===== config.mk =====
export PLATFORM = sky130hd
export DESIGN_NAME = complex_base_minus_one_plus_i_codec
export DESIGN_NICKNAME = d
export VERILOG_FILES = /design/src/cbmopi_pkg.sv /design/src/complex_base_minus_one_plus_i_codec.sv
export SDC_FILE = /design/constraint.sdc
export NUM_CORES = 1
export LEC_CHECK = 0
export ABC_AREA = 1
export BUFFER_PORTS_ARGS = -buffer_cell sky130_fd_sc_hd__buf_4
export CAP_MARGIN = 15
export CORE_UTILIZATION = 60
export DETAILED_ROUTE_END_ITERATION = 6
export GPL_ROUTABILITY_DRIVEN = 0
export HOLD_SLACK_MARGIN = 0.02
export MAX_ROUTING_LAYER = met4
export PLACE_DENSITY = 0.88
export SETUP_SLACK_MARGIN = 0.02
export SYNTH_ARGS = -nofsm -noshare
export SYNTH_HDL_FRONTEND = slang
export SYNTH_SLANG_ARGS = --single-unit
export TNS_END_PERCENT = 100

===== constraint.sdc =====
create_clock -name clk -period 9.2 [get_ports clk]
set_input_delay 0.92 -clock clk [delete_from_list [all_inputs] [get_ports clk]]
set_output_delay 0.92 -clock clk [all_outputs]
set_load 0.01 [all_outputs]

===== src/cbmopi_pkg.sv =====
// ----------------------------------------------------------------------------
// cbmopi_pkg
// shared widths and defaults for the base -1+i codec
// ----------------------------------------------------------------------------
package cbmopi_pkg;

    localparam int DIGITS_DEF = 64;
    localparam int DIGITS_MAX = 64;
    localparam int PART_W     = 36;
    localparam int WORK_W     = PART_W + 2;
    localparam int TDATA_W    = 2 * PART_W + DIGITS_MAX;

    typedef enum logic
    {
        OP_ENCODE = 1'b0,
        OP_DECODE = 1'b1
    } op_t;

endpackage


===== src/complex_base_minus_one_plus_i_codec.sv =====
// ----------------------------------------------------------------------------
// complex_base_minus_one_plus_i_codec
// digit-serial converter between gaussian integers and base -1+i digit words
// ----------------------------------------------------------------------------
// usage
//   s_axis carries one request per transaction, tuser selects the operation:
//   encode turns real_in + i*imag_in into a DIGITS-digit word, decode turns
//   digits_in back into real and imaginary parts
//   m_axis returns one result per request; fields of the other operation
//   are zero
// serial datapath
//   one digit is produced or consumed per cycle by the serial datapath; a
//   request runs through all of its digits and then the done state before
//   m_axis_tvalid, and no new request is taken until the sequencer is idle
// reset
//   rst_n clears the sequencer and the output valid; no request is pending
// stall
//   a finished result waits in the output register; the next request is
//   accepted and worked on meanwhile, and a second finished result waits in
//   the datapath until the output register is free
// ----------------------------------------------------------------------------
module complex_base_minus_one_plus_i_codec
    import cbmopi_pkg::*;
#(
    parameter int DIGITS = DIGITS_DEF
)
(
    input  logic               clk,
    input  logic               rst_n,
    input  logic               s_axis_tvalid,
    output logic               s_axis_tready,
    // real_in[35:0], imag_in[71:36], digits_in[135:72]
    input  logic [TDATA_W-1:0] s_axis_tdata,
    // operation[0]
    input  logic               s_axis_tuser,
    output logic               m_axis_tvalid,
    input  logic               m_axis_tready,
    // digits_out[63:0], real_out[99:64], imag_out[135:100]
    output logic [TDATA_W-1:0] m_axis_tdata
);

    localparam int CNT_W = $clog2(DIGITS);
    localparam logic [CNT_W-1:0] CNT_LAST = CNT_W'(DIGITS - 1);

    typedef enum logic [1:0]
    {
        ST_IDLE,
        ST_RUN,
        ST_DONE
    } state_t;

    state_t                     state_reg, state_next;
    logic [CNT_W-1:0]           cnt_reg, cnt_next;
    op_t                        op_reg, op_next;
    logic signed [WORK_W-1:0]   re_reg, re_next;
    logic signed [WORK_W-1:0]   im_reg, im_next;
    logic signed [PART_W-1:0]   pr_reg, pr_next;
    logic signed [PART_W-1:0]   pi_reg, pi_next;
    logic signed [PART_W-1:0]   sr_reg, sr_next;
    logic signed [PART_W-1:0]   si_reg, si_next;
    logic [DIGITS-1:0]          word_reg, word_next;
    logic                       out_valid_reg, out_valid_next;
    logic [TDATA_W-1:0]         out_data_reg, out_data_next;

    logic                       in_accept;
    logic                       digit;
    logic signed [WORK_W-1:0]   re_adj;
    logic signed [WORK_W-1:0]   nr_full;
    logic signed [WORK_W-1:0]   ni_full;
    logic [PART_W-1:0]          real_res;
    logic [PART_W-1:0]          imag_res;
    logic [DIGITS_MAX-1:0]      digits_res;

    assign s_axis_tready = (state_reg == ST_IDLE);
    assign in_accept     = s_axis_tvalid && s_axis_tready;
    assign m_axis_tvalid = out_valid_reg;
    assign m_axis_tdata  = out_data_reg;

    // encode step: digit, subtract it, multiply by -1-i
    assign digit   = re_reg[0] ^ im_reg[0];
    assign re_adj  = re_reg - WORK_W'(digit);
    assign nr_full = im_reg - re_adj;
    assign ni_full = -re_adj - im_reg;

    assign real_res   = (op_reg == OP_DECODE) ? sr_reg : '0;
    assign imag_res   = (op_reg == OP_DECODE) ? si_reg : '0;
    assign digits_res = (op_reg == OP_ENCODE) ? DIGITS_MAX'(word_reg) : '0;

    always_comb
    begin
        state_next     = state_reg;
        cnt_next       = cnt_reg;
        op_next        = op_reg;
        re_next        = re_reg;
        im_next        = im_reg;
        pr_next        = pr_reg;
        pi_next        = pi_reg;
        sr_next        = sr_reg;
        si_next        = si_reg;
        word_next      = word_reg;
        out_valid_next = out_valid_reg;
        out_data_next  = out_data_reg;

        if (m_axis_tready)
        begin
            out_valid_next = 1'b0;
        end

        unique case (state_reg)
            ST_IDLE:
            begin
                if (in_accept)
                begin
                    op_next  = op_t'(s_axis_tuser);
                    re_next  = WORK_W'(signed'(s_axis_tdata[PART_W-1:0]));
                    im_next  = WORK_W'(signed'(s_axis_tdata[2*PART_W-1:PART_W]));
                    pr_next  = PART_W'(1);
                    pi_next  = '0;
                    sr_next  = '0;
                    si_next  = '0;
                    cnt_next = '0;
                    if (op_t'(s_axis_tuser) == OP_DECODE)
                    begin
                        word_next = s_axis_tdata[2*PART_W +: DIGITS];
                    end
                    else
                    begin
                        word_next = '0;
                    end
                    state_next = ST_RUN;
                end
            end
            ST_RUN:
            begin
                if (op_reg == OP_ENCODE)
                begin
                    re_next   = nr_full >>> 1;
                    im_next   = ni_full >>> 1;
                    word_next = {digit, word_reg[DIGITS-1:1]};
                end
                else
                begin
                    if (word_reg[0])
                    begin
                        sr_next = sr_reg + pr_reg;
                        si_next = si_reg + pi_reg;
                    end
                    // next place value: multiply by -1+i
                    pr_next   = -pr_reg - pi_reg;
                    pi_next   = pr_reg - pi_reg;
                    word_next = {1'b0, word_reg[DIGITS-1:1]};
                end
                cnt_next = cnt_reg + 1'b1;
                if (cnt_reg == CNT_LAST)
                begin
                    state_next = ST_DONE;
                end
            end
            ST_DONE:
            begin
                if (!out_valid_reg || m_axis_tready)
                begin
                    out_valid_next = 1'b1;
                    out_data_next  = {imag_res, real_res, digits_res};
                    state_next     = ST_IDLE;
                end
            end
            default:
            begin
                state_next = ST_IDLE;
            end
        endcase
    end

    always_ff @(posedge clk or negedge rst_n)
    begin
        if (!rst_n)
        begin
            state_reg     <= ST_IDLE;
            cnt_reg       <= '0;
            op_reg        <= OP_ENCODE;
            re_reg        <= '0;
            im_reg        <= '0;
            pr_reg        <= '0;
            pi_reg        <= '0;
            sr_reg        <= '0;
            si_reg        <= '0;
            word_reg      <= '0;
            out_valid_reg <= 1'b0;
            out_data_reg  <= '0;
        end
        else
        begin
            state_reg     <= state_next;
            cnt_reg       <= cnt_next;
            op_reg        <= op_next;
            re_reg        <= re_next;
            im_reg        <= im_next;
            pr_reg        <= pr_next;
            pi_reg        <= pi_next;
            sr_reg        <= sr_next;
            si_reg        <= si_next;
            word_reg      <= word_next;
            out_valid_reg <= out_valid_next;
            out_data_reg  <= out_data_next;
        end
    end

`ifndef SYNTH
    a_start_run: assert property (@(posedge clk) disable iff (!rst_n)
        in_accept |=> (state_reg == ST_RUN) && (cnt_reg == '0))
        else $error("request not started");

    a_run_end: assert property (@(posedge clk) disable iff (!rst_n)
        (state_reg == ST_RUN) && (cnt_reg == CNT_LAST) |=> (state_reg == ST_DONE))
        else $error("digit count overrun");

    a_exact_half: assert property (@(posedge clk) disable iff (!rst_n)
        (state_reg == ST_RUN) && (op_reg == OP_ENCODE) |-> !nr_full[0] && !ni_full[0])
        else $error("inexact halving in encode step");

    a_fields_split: assert property (@(posedge clk) disable iff (!rst_n)
        m_axis_tvalid && (m_axis_tdata[DIGITS_MAX-1:0] != '0)
            |-> (m_axis_tdata[TDATA_W-1:DIGITS_MAX] == '0))
        else $error("encode result carries decoded parts");

    a_handoff: assert property (@(posedge clk) disable iff (!rst_n)
        (state_reg == ST_DONE) && !m_axis_tvalid |=> m_axis_tvalid && (state_reg == ST_IDLE))
        else $error("finished result not handed to output");
`endif

endmodule


Word level (Yosys, flattened, before mapping)
Cells that the tools add are included. Widths: inputs -> output; s select.

Bits of input ports: 141. Logic and storage cells: 78. Register bits: 430. Output and inout port bits: 138.

Bitwise logic cells: 1. Reduce and logical (&&, ||, !) cells: 12. Add/subtract/negate cells: 10. Equality and inequality tests: 9. Mux-type cells: 34.

Operators by type and width (count): $mux 36 (10); $pmux 36 s2 (4); $mux 64 (4); $mux 38 (4); $pmux 38 s2 (2); $pmux 64 s2 (1); $sub 38x38->38 (2); $add 36x36->36 (2); $sub 36x36->36 (2); $neg 38->38 (1); $sub 38x1->38 (1); $neg 36->36 (1); $pmux 6 s2 (1); $ne 2x2->1 const B (5); $reduce_and 3->1 (3); $add 6x1->6 const B (1); $eq 6x6->1 const B (1); $mux 2 (3); $mux 6 (1); $pmux 2 s3 (1); $reduce_and 2->1 (3); $reduce_and 4->1 (1); $mux 1 (3); $eq 2x1->1 const B (1); 8 further kinds (8).

Depth between registers and ports, before layout
Word-level depth: 6. Depth in mapped cells: 24. Depth with buffers taken out: 24.

Worst setup path after synthesis
Ideal clock, no wire load.

Kind: flip-flop to flip-flop. Start point: register re_reg[0]. End point: register im_reg[31]. Period minus slack after synthesis: 3.602 ns. Data required time: 9.067 ns. Arrival time: 3.469 ns. Stages on the path, launching flop included: 22. Path slack: 5.598 ns. Path through: dfrtp_1 > inv_1 > ha_1 > ha_1 > nand2_4 > nor2_8 > xor2_1 > ha_1 > ha_1 > nand2_1 > nor2_1 > nand4_1 > o21ai_0 > nand2_1 > nand2_1 > a21oi_1 > o21ai_0 > nand2_1 > nand3_1 > nand2_1 > nor2_1 > o22ai_1.

Longest elaborated chain between the ends: 6.

Ends and longest elaborated chain: start: declaration (line complex_base_minus_one_plus_i_codec.sv:55) `logic signed [WORK_W-1:0] re_reg, re_next;`; start signal: assignment (line complex_base_minus_one_plus_i_codec.sv:197) `re_reg <= re_next;`; $xor 1x1->1 (line complex_base_minus_one_plus_i_codec.sv:80) `assign digit = re_reg[0] ^ im_reg[0];`; $sub 38x1->38 * (line complex_base_minus_one_plus_i_codec.sv:81) `assign re_adj = re_reg - WORK_W'(digit);`; $neg 38->38 * (line complex_base_minus_one_plus_i_codec.sv:83) `assign ni_full = -re_adj - im_reg;`; $sub 38x38->38 * (line complex_base_minus_one_plus_i_codec.sv:83); $mux 38 * (line complex_base_minus_one_plus_i_codec.sv:135) `if (op_reg == OP_ENCODE)`; $pmux 38 s2 * (line complex_base_minus_one_plus_i_codec.sv:109) `unique case (state_reg)`; end signal: assignment (line complex_base_minus_one_plus_i_codec.sv:198) `im_reg <= im_next;`; end: declaration (line complex_base_minus_one_plus_i_codec.sv:56) `logic signed [WORK_W-1:0] im_reg, im_next;`.

Every way passes the cells marked *; elsewhere a longest branch is shown, timed or not. The select of a mux whose other input is x is not followed. A chain may end at the register's enable or synchronous reset.

Worst setup path after layout
Same ends and word-level chain as after synthesis.

==> impl_metrics.json <==
{
  "run_status": "complete, but fails checks",
  "violations": "design-rule violations",
  "grt_pass1_vias": 30900,
  "antenna_violating_nets_post_route": 0,
  "number_of_warnings_printed_during_yosys_synthesis": 0,
  "cpPeakStageDelay_ps": 420,
  "largest_reg_flops": 136,
  "synth.cell_area_sq_mm": 0.0315,
  "yosys_most_used_dff": "dfrtp_1",
  "timing.final.crit_period_ps": 4520,
  "sequential_share_of_the_synthesized_area_pct": 34.1,
  "syn2layout_area_growth_pct": 13.9,
  "cp_num_cells": 21,
  "crit_type": "flop to flop",
  "postCtsSetupBuffers": 0,
  "internal_reg_to_reg_setup_slack_ps": 4680,
  "boundaryPins": 279,
  "numPlacedInstances": 5328,
  "post_route_cells_drive_above_1_share_pct": 10.6,
  "finalWirelength_mm": 99.4,
  "ff2ff_path_depth": 21,
  "async_flop_share_pct": 100,
  "fin_setup_tns_ps": 0,
  "commonest_cells_after_routing_fill_and_taps_aside": "1096 x nand2_1, 519 x inv_1, 448 x nor2_1, 439 x o21ai_0, 427 x dfrtp_1",
  "startpoint": "re_reg[0]$_DFFE_PN0P_",
  "ys_ff_latch": 428,
  "die_height_um": 231,
  "num-nets-final": 5092,
  "detail_route.iter0.violations": 3683,
  "ys_top_cells_by_area": "dfrtp_1 34%, nand2_1 13%, ha_1 9.8%, o21ai_0 7.0%, inv_1 6.2%",
  "fmax_mhz": 221,
  "fillCellCount": 4178,
  "synth_top_cell_area_share_pct": 34.1,
  "port_buffers": 278,
  "slew_viol_final": 0,
  "synth_area_leader_cell": "dfrtp_1",
  "grt_max_degree": 165,
  "post_synth_num_cell_types": 53,
  "grt_overflow_total": 0,
  "cpLargestDelayFamily": "simple AND/OR/NAND/NOR gates",
  "htree_levels": 2,
  "postSynthAreaPerCell_sq_um": 7.01,
  "routed_via_density": 6.03,
  "dieWidth_um": 231,
  "final_hold_viol_count": 0,
  "worst_r2r_startpoint": "re_reg[0]$_DFFE_PN0P_",
  "critical_path.cell_chain": "inv_1, ha_1, ha_1, nand2_4, nor2_8, xor2_1, ha_1, ha_1, nand2_1, nor2_1, nand4_1, o21ai_0, nand2_1, nand2_1, a21oi_1, o21ai_0, nand2_1, nand3_1, nand2_1, nor2_1, o22ai_1",
  "most_common_cell_after_layout_fill_and_taps_aside": "nand2_1",
  "stdcell_area_sq_mm": 0.0358,
  "timing.max_slew.rel_slack_pct": 25.1,
  "crit_fanout": 8,
  "end_kind": "flop",
  "tritoncts.num_buffers": 48,
  "clock_sinks": 428,
  "critPathBufInv": 1,
  "setup_skew_ps": 32.0,
  "ctsHoldBuffers": 0,
  "tritoncts": "done",
  "regArea_sq_mm": 0.0107,
  "floorplan.initialDensity_pct": 61.1,
  "routed_wire_length_per_instance_um": 18.3,
  "cts.path.max_buffers": 3,
  "wire_length_of_the_first_global_routing_pass_mm": 159,
  "placed_cell_area_sq_mm": 0.0341,
  "syn-instance-count": 4489,
  "r2r-end": "im_reg[31]$_DFFE_PN0P_",
  "timing.critical_path.to": "im_reg[31]$_DFFE_PN0P_",
  "clock_latency_ps": 620,
  "max-cap-violations": 0,
  "placementRows": 83,
  "dpl_hpwl_mm": 72.8,
  "rsz0062_at_grt": "no",
  "synth-edff-count": 0,
  "critPathArrivalTime_ps": 4990,
  "detailedRoute.firstPassIterationCount": 7,
  "dieArea_sq_mm": 0.0533,
  "post_route_fraction_of_the_period_consumed_by_the_critical_path_pct": 49.1,
  "detailroute.via_count": 32700,
  "clkTransAtPathRegs_ps": 60,
  "non_filler_cells_final": 5419,
  "critical_path.slowest_cell": "o21ai_0",
  "finalSetupViolations": 0,
  "detail_route.drc_violations": 4,
  "critical-path-top-cell-by-count": "nand2_1",
  "multiInputGateArea_sq_mm": 0.0183,
  "floorplan.core_area_sq_mm": 0.0515,
  "synth_fp_nets": 4883,
  "cp_data_required_time_ps": 9670,
  "hp-class": "input pin to asynchronous set/reset pin",
  "groute.usage.overall_pct": 38.0,
  "timing.critical_path.from_type": "flop",
  "clock_tree.root_cell": "clkbuf_16",
  "ctsResizeCount": 0,
  "number_of_antenna_violations_at_the_first_check_in_global_routing": 1,
  "tightestPinTransition_ps": 1120
}
worst reg2reg max path: cells and delay by family (launching register included):
family                     cells  cell delay (ps)
adders and majority gates      4             1240
buffers and inverters          1               70
DFF                            1              400
and+or+nand+nor               11             1430
AOI/OAI and AO/OA              4             1010
xor gates and xnor gates       1              240
metal layers:
metal,global-route usage [%],up-vias,wire length [um]
met5,-,-,0
met4,21.3,0,6310
met3,7.34,426,10100
met2,57.6,1799,44700
met1,47.5,15200,38200
li1,-,15300,-
per-stage QoR:
step	worst slack (ps)	util, %	hold WS [ps]
global placement	5060	66.2	474
finish	4680	69.5	240
CTS	4830	69.5	242
detailed placement	4880	66.2	485
global route	4340	69.5	275
floorplan	5600	-	469
synthesized netlist by cell type, types with 32 or more instances:
cell,number
nand2_1,1097
inv_1,522
nor2_1,454
o21ai_0,440
dfrtp_1,428
nand3_1,320
a21oi_1,290
ha_1,247
clkbuf_1,128
o22ai_1,63
xor2_1,58
a31oi_1,50
o211ai_1,45
nand2_2,32
how the worst min path moves through the flow:
stage	cells after the start	startpoint	slack [ps]	end
final	1	rst_n	240	im_reg[18]$_DFFE_PN0P_
after global routing	1	rst_n	280	im_reg[14]$_DFFE_PN0P_
after CTS	1	rst_n	240	re_reg[16]$_DFFE_PN0P_
after detailed placement	2	word_reg[29]$_DFFE_PN0P_	480	m_axis_tdata[29]$_DFFE_PN0P_
after global placement	2	word_reg[15]$_DFFE_PN0P_	470	m_axis_tdata[15]$_DFFE_PN0P_
after floorplan	2	word_reg[13]$_DFFE_PN0P_	470	m_axis_tdata[13]$_DFFE_PN0P_
cell families after synthesis:
logic type                 count (synthesis)  synth area share [%]
adders and majority gates                253                  10.2
xor gates and xnor gates                  79                  2.29
AOI/OAI and AO/OA                       1022                  18.2
DFF                                      428                  34.1
buffers and inverters                    671                  8.02
muxes                                      1                0.0318
and+or+nand+nor                         2035                  27.2
area by class of cell:
type,instances,area share [%]
timing repair buffer,298,6.30
clock buffer,63,3.76
tap,680,2.38
antenna,1,0.00699
sequential,428,29.9
multi-input combinational,3390,51.0
clock inverter,27,1.03
inverter,532,5.59
Power is left out: the tool's default activity adds up to more than one toggle a clock period on the data nets, which glitch-free logic cannot reach.
